### src/sv/lpfs_pkg.sv
// Shared types, constants and digit stroke tables for the LED panel scanner.
package lpfs_pkg;

  localparam int DEF_PANEL_COLS = 32;
  localparam int DEF_ROW_PAIRS  = 16;

  // Stroke coordinates: a 5-bit field plus an offset inside the digit cell
  localparam int ROW_W = 6;
  localparam int COL_W = 6;

  localparam int CELL_ROWS = 5;
  localparam int CELL_COLS = 3;

  localparam int SEG_A = 0;
  localparam int SEG_B = 1;
  localparam int SEG_C = 2;
  localparam int SEG_D = 3;
  localparam int SEG_E = 4;
  localparam int SEG_F = 5;
  localparam int SEG_G = 6;

  typedef enum logic [1:0] {
    ACT_PIXEL = 2'd0,
    ACT_DIGIT = 2'd1,
    ACT_TICK  = 2'd2
  } action_e;

  typedef struct packed {
    logic             en;
    logic [ROW_W-1:0] row;
    logic [COL_W-1:0] col;
    logic [2:0]       color;
  } wr_req_t;

  // Segment set per digit, bit SEG_A upward
  function automatic logic [6:0] digit_segments(input logic [3:0] d);
    logic [6:0] s;
    case (d)
      4'd0:    s = 7'b0111111;
      4'd1:    s = 7'b0000110;
      4'd2:    s = 7'b1011011;
      4'd3:    s = 7'b1001111;
      4'd4:    s = 7'b1100110;
      4'd5:    s = 7'b1101101;
      4'd6:    s = 7'b1111101;
      4'd7:    s = 7'b0000111;
      4'd8:    s = 7'b1111111;
      4'd9:    s = 7'b1100111;
      default: s = 7'b0000000;
    endcase
    return s;
  endfunction

  // True when the cell at (dr, dc) lies on a lit stroke
  function automatic logic cell_lit(input logic [6:0] s, input logic [2:0] dr,
                                    input logic [1:0] dc);
    logic top_half;
    logic bot_half;
    logic right;
    logic left;
    top_half = (dr <= 3'd2);
    bot_half = (dr >= 3'd2);
    right    = (dc == 2'(CELL_COLS - 1));
    left     = (dc == 2'd0);
    return (s[SEG_A] && dr == 3'd0) ||
           (s[SEG_D] && dr == 3'(CELL_ROWS - 1)) ||
           (s[SEG_G] && dr == 3'd2) ||
           (s[SEG_B] && right && top_half) ||
           (s[SEG_C] && right && bot_half) ||
           (s[SEG_E] && left && bot_half) ||
           (s[SEG_F] && left && top_half);
  endfunction

endpackage

### src/sv/lpfs_in_if.sv
// Input channel: pixel writes, digit draws and scan ticks.
interface lpfs_in_if;
  logic       valid;
  logic       ready;
  logic [1:0] action;
  logic [4:0] row;
  logic [4:0] col;
  logic [2:0] color;
  logic [3:0] digit;

  modport source (output valid, action, row, col, color, digit, input ready);
  modport sink   (input valid, action, row, col, color, digit, output ready);
endinterface

### src/sv/lpfs_out_if.sv
// Output channel: one column shift beat per scan tick.
interface lpfs_out_if;
  logic       valid;
  logic       ready;
  logic [3:0] row_address;
  logic [2:0] upper_color;
  logic [2:0] lower_color;
  logic       latch;
  logic       frame_done;

  modport source (output valid, row_address, upper_color, lower_color, latch, frame_done,
                  input ready);
  modport sink   (input valid, row_address, upper_color, lower_color, latch, frame_done,
                  output ready);
endinterface

### src/sv/lpfs_store.sv
// Frame store: upper and lower half memories, clearing sweep, write and scan read ports.
module lpfs_store
  import lpfs_pkg::*;
#(
  parameter int PANEL_COLS = DEF_PANEL_COLS,
  parameter int ROW_PAIRS  = DEF_ROW_PAIRS
) (
  input  logic                         clk_i,
  input  logic                         rst_ni,
  input  wr_req_t                      wr_i,
  input  logic                         rd_en_i,
  input  logic [$clog2(ROW_PAIRS)-1:0] rd_pair_i,
  input  logic [$clog2(PANEL_COLS)-1:0] rd_col_i,
  output logic [2:0]                   upper_o,
  output logic [2:0]                   lower_o,
  output logic                         clearing_o
);

  localparam int RPW   = $clog2(ROW_PAIRS);
  localparam int CW    = $clog2(PANEL_COLS);
  localparam int AW    = RPW + CW;
  localparam int Depth = 1 << AW;
  localparam int RCW   = ((ROW_W > RPW + 1) ? ROW_W : RPW + 1) + 1;
  localparam int CCW   = ((COL_W > CW) ? COL_W : CW) + 1;

  logic [2:0] mem_up [Depth];
  logic [2:0] mem_lo [Depth];

  logic          clr_q, clr_d;
  logic [AW-1:0] clr_addr_q, clr_addr_d;

  logic [RCW-1:0] row_ext;
  logic [CCW-1:0] col_ext;
  logic           in_panel;
  logic           lower_half;
  logic [RCW-1:0] pair_ext;
  logic [AW-1:0]  waddr;
  logic [AW-1:0]  raddr;
  logic [2:0]     wdata;
  logic           we_up, we_lo;

  assign row_ext    = RCW'(wr_i.row);
  assign col_ext    = CCW'(wr_i.col);
  assign in_panel   = (row_ext < RCW'(2 * ROW_PAIRS)) && (col_ext < CCW'(PANEL_COLS));
  assign lower_half = (row_ext >= RCW'(ROW_PAIRS));
  assign pair_ext   = lower_half ? (row_ext - RCW'(ROW_PAIRS)) : row_ext;
  assign raddr      = {rd_pair_i, rd_col_i};

  always_comb begin
    if (clr_q) begin
      waddr = clr_addr_q;
      wdata = 3'd0;
      we_up = 1'b1;
      we_lo = 1'b1;
    end else begin
      waddr = {pair_ext[RPW-1:0], col_ext[CW-1:0]};
      wdata = wr_i.color;
      we_up = wr_i.en && in_panel && !lower_half;
      we_lo = wr_i.en && in_panel && lower_half;
    end
  end

  // Sweep every entry once after reset
  always_comb begin
    clr_d      = clr_q;
    clr_addr_d = clr_addr_q;
    if (clr_q) begin
      clr_addr_d = clr_addr_q + AW'(1);
      if (clr_addr_q == AW'(Depth - 1)) begin
        clr_d = 1'b0;
      end
    end
  end

  always_ff @(posedge clk_i or negedge rst_ni) begin
    if (!rst_ni) begin
      clr_q      <= 1'b1;
      clr_addr_q <= '0;
    end else begin
      clr_q      <= clr_d;
      clr_addr_q <= clr_addr_d;
    end
  end

  always_ff @(posedge clk_i) begin
    if (we_up) begin
      mem_up[waddr] <= wdata;
    end
    if (rd_en_i) begin
      upper_o <= mem_up[raddr];
    end
  end

  always_ff @(posedge clk_i) begin
    if (we_lo) begin
      mem_lo[waddr] <= wdata;
    end
    if (rd_en_i) begin
      lower_o <= mem_lo[raddr];
    end
  end

  assign clearing_o = clr_q;

endmodule

### src/sv/lpfs_digit_seq.sv
// Digit sequencer: walks the 3x5 cell and issues one write per lit stroke pixel.
module lpfs_digit_seq
  import lpfs_pkg::*;
(
  input  logic       clk_i,
  input  logic       rst_ni,
  input  logic       start_i,
  input  logic [4:0] row_i,
  input  logic [4:0] col_i,
  input  logic [2:0] color_i,
  input  logic [3:0] digit_i,
  output logic       busy_o,
  output wr_req_t    wr_o
);

  logic       busy_q, busy_d;
  logic [2:0] dr_q, dr_d;
  logic [1:0] dc_q, dc_d;
  logic [4:0] row_q, col_q;
  logic [2:0] color_q;
  logic [6:0] seg_q;

  always_comb begin
    busy_d = busy_q;
    dr_d   = dr_q;
    dc_d   = dc_q;
    if (start_i) begin
      busy_d = 1'b1;
      dr_d   = 3'd0;
      dc_d   = 2'd0;
    end else if (busy_q) begin
      if (dc_q == 2'(CELL_COLS - 1)) begin
        dc_d = 2'd0;
        dr_d = dr_q + 3'd1;
        if (dr_q == 3'(CELL_ROWS - 1)) begin
          busy_d = 1'b0;
        end
      end else begin
        dc_d = dc_q + 2'd1;
      end
    end
  end

  always_ff @(posedge clk_i or negedge rst_ni) begin
    if (!rst_ni) begin
      busy_q <= 1'b0;
      dr_q   <= 3'd0;
      dc_q   <= 2'd0;
    end else begin
      busy_q <= busy_d;
      dr_q   <= dr_d;
      dc_q   <= dc_d;
    end
  end

  // Hold the draw request for the whole walk
  always_ff @(posedge clk_i) begin
    if (start_i) begin
      row_q   <= row_i;
      col_q   <= col_i;
      color_q <= color_i;
      seg_q   <= digit_segments(digit_i);
    end
  end

  assign busy_o     = busy_q;
  assign wr_o.en    = busy_q && cell_lit(seg_q, dr_q, dc_q);
  assign wr_o.row   = ROW_W'(row_q) + ROW_W'(dr_q);
  assign wr_o.col   = COL_W'(col_q) + COL_W'(dc_q);
  assign wr_o.color = color_q;

endmodule

### src/sv/led_panel_framebuffer_scanner.sv
// Top level: LED panel frame store with pixel and digit writes and a column scanner.
// Scan tick: the store read and the pending beat are registered, then moved into the output
// registers; one tick per cycle while the output drains. Pixel write: goes straight to the store.
// Digit draw: walks the 15 cells of its 3x5 box in the digit sequencer; no new item is
// taken until the walk is done. Reset: the store memories are swept to zero, one entry of each half per cycle,
// over all 2**(clog2(ROW_PAIRS)+clog2(PANEL_COLS)) entries (512 by default), no input taken meanwhile.
module led_panel_framebuffer_scanner
  import lpfs_pkg::*;
#(
  parameter int PANEL_COLS = DEF_PANEL_COLS,
  parameter int ROW_PAIRS  = DEF_ROW_PAIRS
) (
  input  logic      clk_i,
  input  logic      rst_ni,
  lpfs_in_if.sink   in_i,
  lpfs_out_if.source out_o
);

  localparam int RPW = $clog2(ROW_PAIRS);
  localparam int CW  = $clog2(PANEL_COLS);

  logic       in_acc;
  logic       tick_acc, pixel_acc, digit_acc;
  logic       clearing;
  logic       seq_busy;
  wr_req_t    seq_wr, wr;
  logic [2:0] upper, lower;

  logic [RPW-1:0] scan_row_q, scan_row_d;
  logic [CW-1:0]  scan_col_q, scan_col_d;
  logic           last_col, last_row;
  logic [RPW-1:0] prev_row;

  logic       pend_q, pend_d;
  logic [3:0] pend_addr_q;
  logic       pend_latch_q, pend_done_q;
  logic       move;

  logic       out_valid_q, out_valid_d;
  logic [3:0] out_addr_q;
  logic [2:0] out_up_q, out_lo_q;
  logic       out_latch_q, out_done_q;

  assign move     = pend_q && (!out_valid_q || out_o.ready);
  assign in_i.ready = !clearing && !seq_busy && (!pend_q || move);
  assign in_acc   = in_i.valid && in_i.ready;

  always_comb begin
    tick_acc  = 1'b0;
    pixel_acc = 1'b0;
    digit_acc = 1'b0;
    case (action_e'(in_i.action))
      ACT_PIXEL: pixel_acc = in_acc;
      ACT_DIGIT: digit_acc = in_acc;
      ACT_TICK:  tick_acc  = in_acc;
      default: ;
    endcase
  end

  always_comb begin
    wr = seq_wr;
    if (pixel_acc) begin
      wr.en    = 1'b1;
      wr.row   = ROW_W'(in_i.row);
      wr.col   = COL_W'(in_i.col);
      wr.color = in_i.color;
    end
  end

  lpfs_digit_seq u_seq (
    .clk_i   (clk_i),
    .rst_ni  (rst_ni),
    .start_i (digit_acc),
    .row_i   (in_i.row),
    .col_i   (in_i.col),
    .color_i (in_i.color),
    .digit_i (in_i.digit),
    .busy_o  (seq_busy),
    .wr_o    (seq_wr)
  );

  lpfs_store #(
    .PANEL_COLS (PANEL_COLS),
    .ROW_PAIRS  (ROW_PAIRS)
  ) u_store (
    .clk_i      (clk_i),
    .rst_ni     (rst_ni),
    .wr_i       (wr),
    .rd_en_i    (tick_acc),
    .rd_pair_i  (scan_row_q),
    .rd_col_i   (scan_col_q),
    .upper_o    (upper),
    .lower_o    (lower),
    .clearing_o (clearing)
  );

  assign last_col = (scan_col_q == CW'(PANEL_COLS - 1));
  assign last_row = (scan_row_q == RPW'(ROW_PAIRS - 1));
  assign prev_row = (scan_row_q == '0) ? RPW'(ROW_PAIRS - 1) : scan_row_q - RPW'(1);

  // Advance the scan position on each tick
  always_comb begin
    scan_row_d = scan_row_q;
    scan_col_d = scan_col_q;
    if (tick_acc) begin
      if (last_col) begin
        scan_col_d = '0;
        scan_row_d = last_row ? '0 : scan_row_q + RPW'(1);
      end else begin
        scan_col_d = scan_col_q + CW'(1);
      end
    end
  end

  always_comb begin
    pend_d = pend_q;
    if (tick_acc) begin
      pend_d = 1'b1;
    end else if (move) begin
      pend_d = 1'b0;
    end
    out_valid_d = out_valid_q;
    if (move) begin
      out_valid_d = 1'b1;
    end else if (out_o.ready) begin
      out_valid_d = 1'b0;
    end
  end

  always_ff @(posedge clk_i or negedge rst_ni) begin
    if (!rst_ni) begin
      scan_row_q  <= '0;
      scan_col_q  <= '0;
      pend_q      <= 1'b0;
      out_valid_q <= 1'b0;
    end else begin
      scan_row_q  <= scan_row_d;
      scan_col_q  <= scan_col_d;
      pend_q      <= pend_d;
      out_valid_q <= out_valid_d;
    end
  end

  always_ff @(posedge clk_i) begin
    if (tick_acc) begin
      pend_addr_q  <= 4'(prev_row);
      pend_latch_q <= last_col;
      pend_done_q  <= last_col && last_row;
    end
    if (move) begin
      out_addr_q  <= pend_addr_q;
      out_up_q    <= upper;
      out_lo_q    <= lower;
      out_latch_q <= pend_latch_q;
      out_done_q  <= pend_done_q;
    end
  end

  assign out_o.valid       = out_valid_q;
  assign out_o.row_address = out_addr_q;
  assign out_o.upper_color = out_up_q;
  assign out_o.lower_color = out_lo_q;
  assign out_o.latch       = out_latch_q;
  assign out_o.frame_done  = out_done_q;

endmodule
### src/flat_wrapper.sv
// flat-port wrapper written by rule: the top's interface ports become plain ports
module led_panel_framebuffer_scanner_flat import lpfs_pkg::*;
#(
  parameter int PANEL_COLS = DEF_PANEL_COLS,
  parameter int ROW_PAIRS  = DEF_ROW_PAIRS
)
  (clk_i, rst_ni, in_i_valid, in_i_action, in_i_row, in_i_col, in_i_color, in_i_digit, in_i_ready, out_o_valid, out_o_row_address, out_o_upper_color, out_o_lower_color, out_o_latch, out_o_frame_done, out_o_ready);
  lpfs_in_if in_i_i ();
  lpfs_out_if out_o_i ();
  input  logic clk_i;
  input  logic rst_ni;
  input wire logic [$bits(in_i_i.valid)-1:0] in_i_valid;
  input wire logic [$bits(in_i_i.action)-1:0] in_i_action;
  input wire logic [$bits(in_i_i.row)-1:0] in_i_row;
  input wire logic [$bits(in_i_i.col)-1:0] in_i_col;
  input wire logic [$bits(in_i_i.color)-1:0] in_i_color;
  input wire logic [$bits(in_i_i.digit)-1:0] in_i_digit;
  output wire logic [$bits(in_i_i.ready)-1:0] in_i_ready;
  output wire logic [$bits(out_o_i.valid)-1:0] out_o_valid;
  output wire logic [$bits(out_o_i.row_address)-1:0] out_o_row_address;
  output wire logic [$bits(out_o_i.upper_color)-1:0] out_o_upper_color;
  output wire logic [$bits(out_o_i.lower_color)-1:0] out_o_lower_color;
  output wire logic [$bits(out_o_i.latch)-1:0] out_o_latch;
  output wire logic [$bits(out_o_i.frame_done)-1:0] out_o_frame_done;
  input wire logic [$bits(out_o_i.ready)-1:0] out_o_ready;
  assign in_i_i.valid = in_i_valid;
  assign in_i_i.action = in_i_action;
  assign in_i_i.row = in_i_row;
  assign in_i_i.col = in_i_col;
  assign in_i_i.color = in_i_color;
  assign in_i_i.digit = in_i_digit;
  assign in_i_ready = in_i_i.ready;
  assign out_o_valid = out_o_i.valid;
  assign out_o_row_address = out_o_i.row_address;
  assign out_o_upper_color = out_o_i.upper_color;
  assign out_o_lower_color = out_o_i.lower_color;
  assign out_o_latch = out_o_i.latch;
  assign out_o_frame_done = out_o_i.frame_done;
  assign out_o_i.ready = out_o_ready;
  led_panel_framebuffer_scanner #(.PANEL_COLS(PANEL_COLS), .ROW_PAIRS(ROW_PAIRS)) u_core (.clk_i(clk_i), .rst_ni(rst_ni), .in_i(in_i_i), .out_o(out_o_i));
endmodule
### config.mk
export PLATFORM = sky130hd
export DESIGN_NAME = led_panel_framebuffer_scanner_flat
export DESIGN_NICKNAME = d
export VERILOG_FILES = /design/src/sv/lpfs_pkg.sv /design/src/sv/lpfs_in_if.sv /design/src/sv/lpfs_out_if.sv /design/src/sv/lpfs_store.sv /design/src/sv/lpfs_digit_seq.sv /design/src/sv/led_panel_framebuffer_scanner.sv /design/src/flat_wrapper.sv
export SDC_FILE = /design/constraint.sdc
export NUM_CORES = 2
export LEC_CHECK = 0
export BUFFER_PORTS_ARGS = -buffer_cell sky130_fd_sc_hd__buf_2
export CELL_PAD_IN_SITES_DETAIL_PLACEMENT = 1
export CELL_PAD_IN_SITES_GLOBAL_PLACEMENT = 1
export CORE_MARGIN = 1.5
export CORE_UTILIZATION = 25
export CTS_CLUSTER_SIZE = 24
export DETAILED_ROUTE_END_ITERATION = 10
export PLACE_DENSITY = 0.41
export SYNTH_ARGS = -nofsm -noshare
export SYNTH_HDL_FRONTEND = slang
export SYNTH_SLANG_ARGS = --single-unit
### constraint.sdc
create_clock -name clk_i -period 88.7 [get_ports clk_i]
set_clock_uncertainty 0.2 [all_clocks]
set_input_delay 4.435 -clock clk_i [delete_from_list [all_inputs] [get_ports clk_i]]
set_output_delay 4.435 -clock clk_i [all_outputs]
set_load 0.005 [all_outputs]
==> flow_summary.yaml <==
setup_path:
  cp-end-kind: "primary output"
  path_class: "input pin to primary output"
  arrival_ps: 5080
  critPathMostFrequentCell: "buf_2"
  critPathMaxStageDelay_ps: 210
  cp_data_required_time_ps: 84070
  cp-start-kind: "input pin"
  path_cells: "buf_2 -> nand3b_1 -> and2_1 -> buf_2"
  slowest_stage: "nand3b_1"
  worstPathMaxFanout: 4
synthesis:
  yosys_warnings: 0
  syn-instance-count: 6674
  synthArstFlopShare: 0.00859
  synth_top_cell_by_area: "edfxtp_1"
  synth_nets: 6720
  synthDistinctLibCells: 72
  netlist_area_mm2: 0.125
  synth_top_area_frac: 0.749
  syn_avg_cell_area_um2: 18.7
  synth-edff-count: 3116
  ys_seq_elements: 3143
  ys_seq_area_frac: 0.754
  synth_top_cells_by_area: "edfxtp_1 75%, mux4_2 13%, nor2_1 3.3%"
  synthFlopType: "edfxtp_1"
place:
  gp_congestion: 0.769
  placed_area_mm2: 0.134
  dpl.hpwl_mm: 261
  port_buffers: 36
global_routing:
  overflow: 0
  grtUsageTotal: 0.172
  grt_pass1_wl_mm: 608
  grt_max_degree: 193
  antenna_found_initial: 45
  grt_pass1_vias: 71283
pwr:
  p_leak_nw: 43.3
  vdd_ir_drop_max_v: 0.0000184
  total_power_mw: 4.22
  powerDensity_mw_per_mm2: 28.9
die:
  core_region_area_mm2: 0.498
  rows: 259
  io_pins: 37
  initial_core_util: 0.251
  dieArea_mm2: 0.504
  die_y_um: 710
  die_x_um: 710
drt:
  avgRoutedWirePerCell_um: 31.8
  initialDrtViolationCount: 5687
  wl_met3_mm: 20.4
  routedLengthMet1_mm: 199
  vias_per_cell: 4.76
  via_count: 65615
  wl_met2_mm: 211
  wirelength_mm: 438
  drc: 0
  ant_nets: 0
  highest_layer: "met4"
  drt_pass1_iterations: 6
sta:
  hold_viol: 0
  period_share: 0.110
  rsz0062_at_grt: "false"
  maxSlewViolCount: 0
  slew-limit-headroom: 0.0692
  fmax_ghz: 0.103
  fin_crit_ps: 9720
  tightest_slew_ps: 1390
  setup_viol: 0
  fin_tns_setup_ps: 0
cells_and_area:
  layout-drive-gt1-share: 0.226
  nNetsFinal: 6867
  syn2layout_area_growth_pct: 16.6
  stdcell_area_mm2: 0.146
  final_core_util: 0.293
cts:
  clk_latency_ps: 980
  cts_tree: "yes"
  cts_made_buffers: 367
  root_buffer: "clkbuf_16"
  cts_resized: 0
  clk_pin_slew_worst_paths_ps: 60
  postCtsSetupBuffers: 0
  cts_buffer_depth: 4
  clock-sinks: 3143
  h-tree-depth: 5
  cts_hold_buf: 0
run_status:
  status: "completed"
run:
  maxCapViolations: 0
worst_hold_path:
  hp-class: "register to register"
worst paths after layout:
check                                               start                            to  slack (ps)  depth (start not counted)
worst min-delay path            u_core.u_store.upper_o[1]   u_core.out_o.upper_color[1]         220                          0
min in group asynchronous                          rst_ni  u_core.u_store.clr_addr_q[8]        3440                          1
worst min register to register  u_core.u_store.upper_o[1]   u_core.out_o.upper_color[1]         220                          0
max in group asynchronous                          rst_ni          u_core.scan_col_q[0]       84070                          1
worst max register to register       u_core.scan_col_q[0]     u_core.u_store.lower_o[1]       81540                         10
worst max-delay path                          out_o_ready                    in_i_ready       78980                          4
flip-flops by register name, summed over array words and instances, names as in the netlist, 4 cells and up:
| signal | cells |
|---|---|
| u_core.scan_row_q | 4 |
| u_core.u_store.mem_lo | 1536 |
| u_core.pend_addr_q | 4 |
| u_core.u_store.mem_up | 1536 |
| u_core.u_seq.seg_q | 7 |
| u_core.u_store.clr_addr_q | 9 |
| u_core.u_seq.col_q | 5 |
| u_core.out_o.row_address | 4 |
| u_core.scan_col_q | 5 |
| u_core.u_seq.row_q | 5 |
metal layers:
metal | vias up | GRT usage
met4 | 0 | 0.0348
met2 | 1691 | 0.285
met1 | 36203 | 0.239
met5 | - | 0
li1 | 27268 | -
met3 | 453 | 0.0248
per-stage QoR:
step / hold slack (ps) / cells / setup slack (ps)
after CTS: 222 / 13778 / 78960
after detailed placement: 209 / 13107 / 78680
after global placement: 206 / 13107 / 78700
after floorplan: 200 / 6674 / 50400
after global routing: 224 / 13780 / 78920
final: 223 / 13788 / 78980
power breakdown:
group	total (mW)	switching, mW	leakage, nW	internal, mW
combinational	1.04	0.662	9.26	0.383
clock	1.49	0.631	5.72	0.863
sequential	1.68	0.0172	28.3	1.66
synth_stat cells (all sizes together), types with 13 or more instances:
cell type  instances
nand2            140
nor4              13
edfxtp          3116
o31ai             14
nor3              26
dfrtp             26
buf              200
nor2            1086
mux4             704
inv               22
ha                21
o21ai             50
a221oi            34
clkbuf           300
a31oi             19
xnor2             14
and3              16
a21oi             95
o221ai            14
mux2i            197
nor2b             14
a211oi            30
a22o              38
o22ai             55
o211ai            18
nand3             87
a22oi            172
cells in the final DEF (no fill, tap or decap), types with 13 or more instances in the layout:
cell type	netlist	routed
o21ai_0	49	49
a31oi_1	19	19
o22ai_1	55	55
inv_1	21	20
o211ai_1	18	18
nand2_1	140	136
buf_4	21	230
a221oi_1	34	34
a22o_1	38	38
mux4_2	704	704
o221ai_1	14	14
buf_2	86	36
xnor2_1	14	14
inv_6	0	13
edfxtp_1	3116	3116
ha_1	21	21
a22oi_1	172	172
clkbuf_16	0	372
nor3_1	26	25
nor2_1	1086	1076
mux2i_1	197	197
a211oi_1	30	29
nand3_1	87	55
dfrtp_1	26	18
clkinv_1	1	79
and3_1	16	16
clkinv_2	0	78
clkbuf_1	300	72
nand3_4	0	32
bufinv_16	0	32
a21oi_1	95	91
worst max-delay path: cells and delay by family:
| kind | cells | cell delay, ps |
|---|---|---|
| and+or+nand+nor | 2 | 400 |
| buffers and inverters | 2 | 250 |
cell families after synthesis:
| logic type | count (synthesis) | share of synthesized area |
|---|---|---|
| AO/OA/AOI/OAI | 604 | 0.0342 |
| adder cells (fa/ha/maj) | 23 | 0.00242 |
| buffers and inverters | 523 | 0.0172 |
| XOR/XNOR | 16 | 0.00112 |
| flip-flops | 3143 | 0.754 |
| AND/OR/NAND/NOR | 1454 | 0.0475 |
| multiplexers | 911 | 0.144 |
cell type report:
type                            count  area, µm²
Antenna cell                       10       25.0
Fill cell                       50846     352000
Sequential cell                  3143      94300
Clock buffer                      444       9580
Clock inverter                    227       2100
Timing Repair Buffer              278       2150
Inverter                           23       90.1
Multi-Input combinational cell   3008      29300
Tap cell                         6655       8330
No activity file was read; power rests on OpenSTA's default activity.
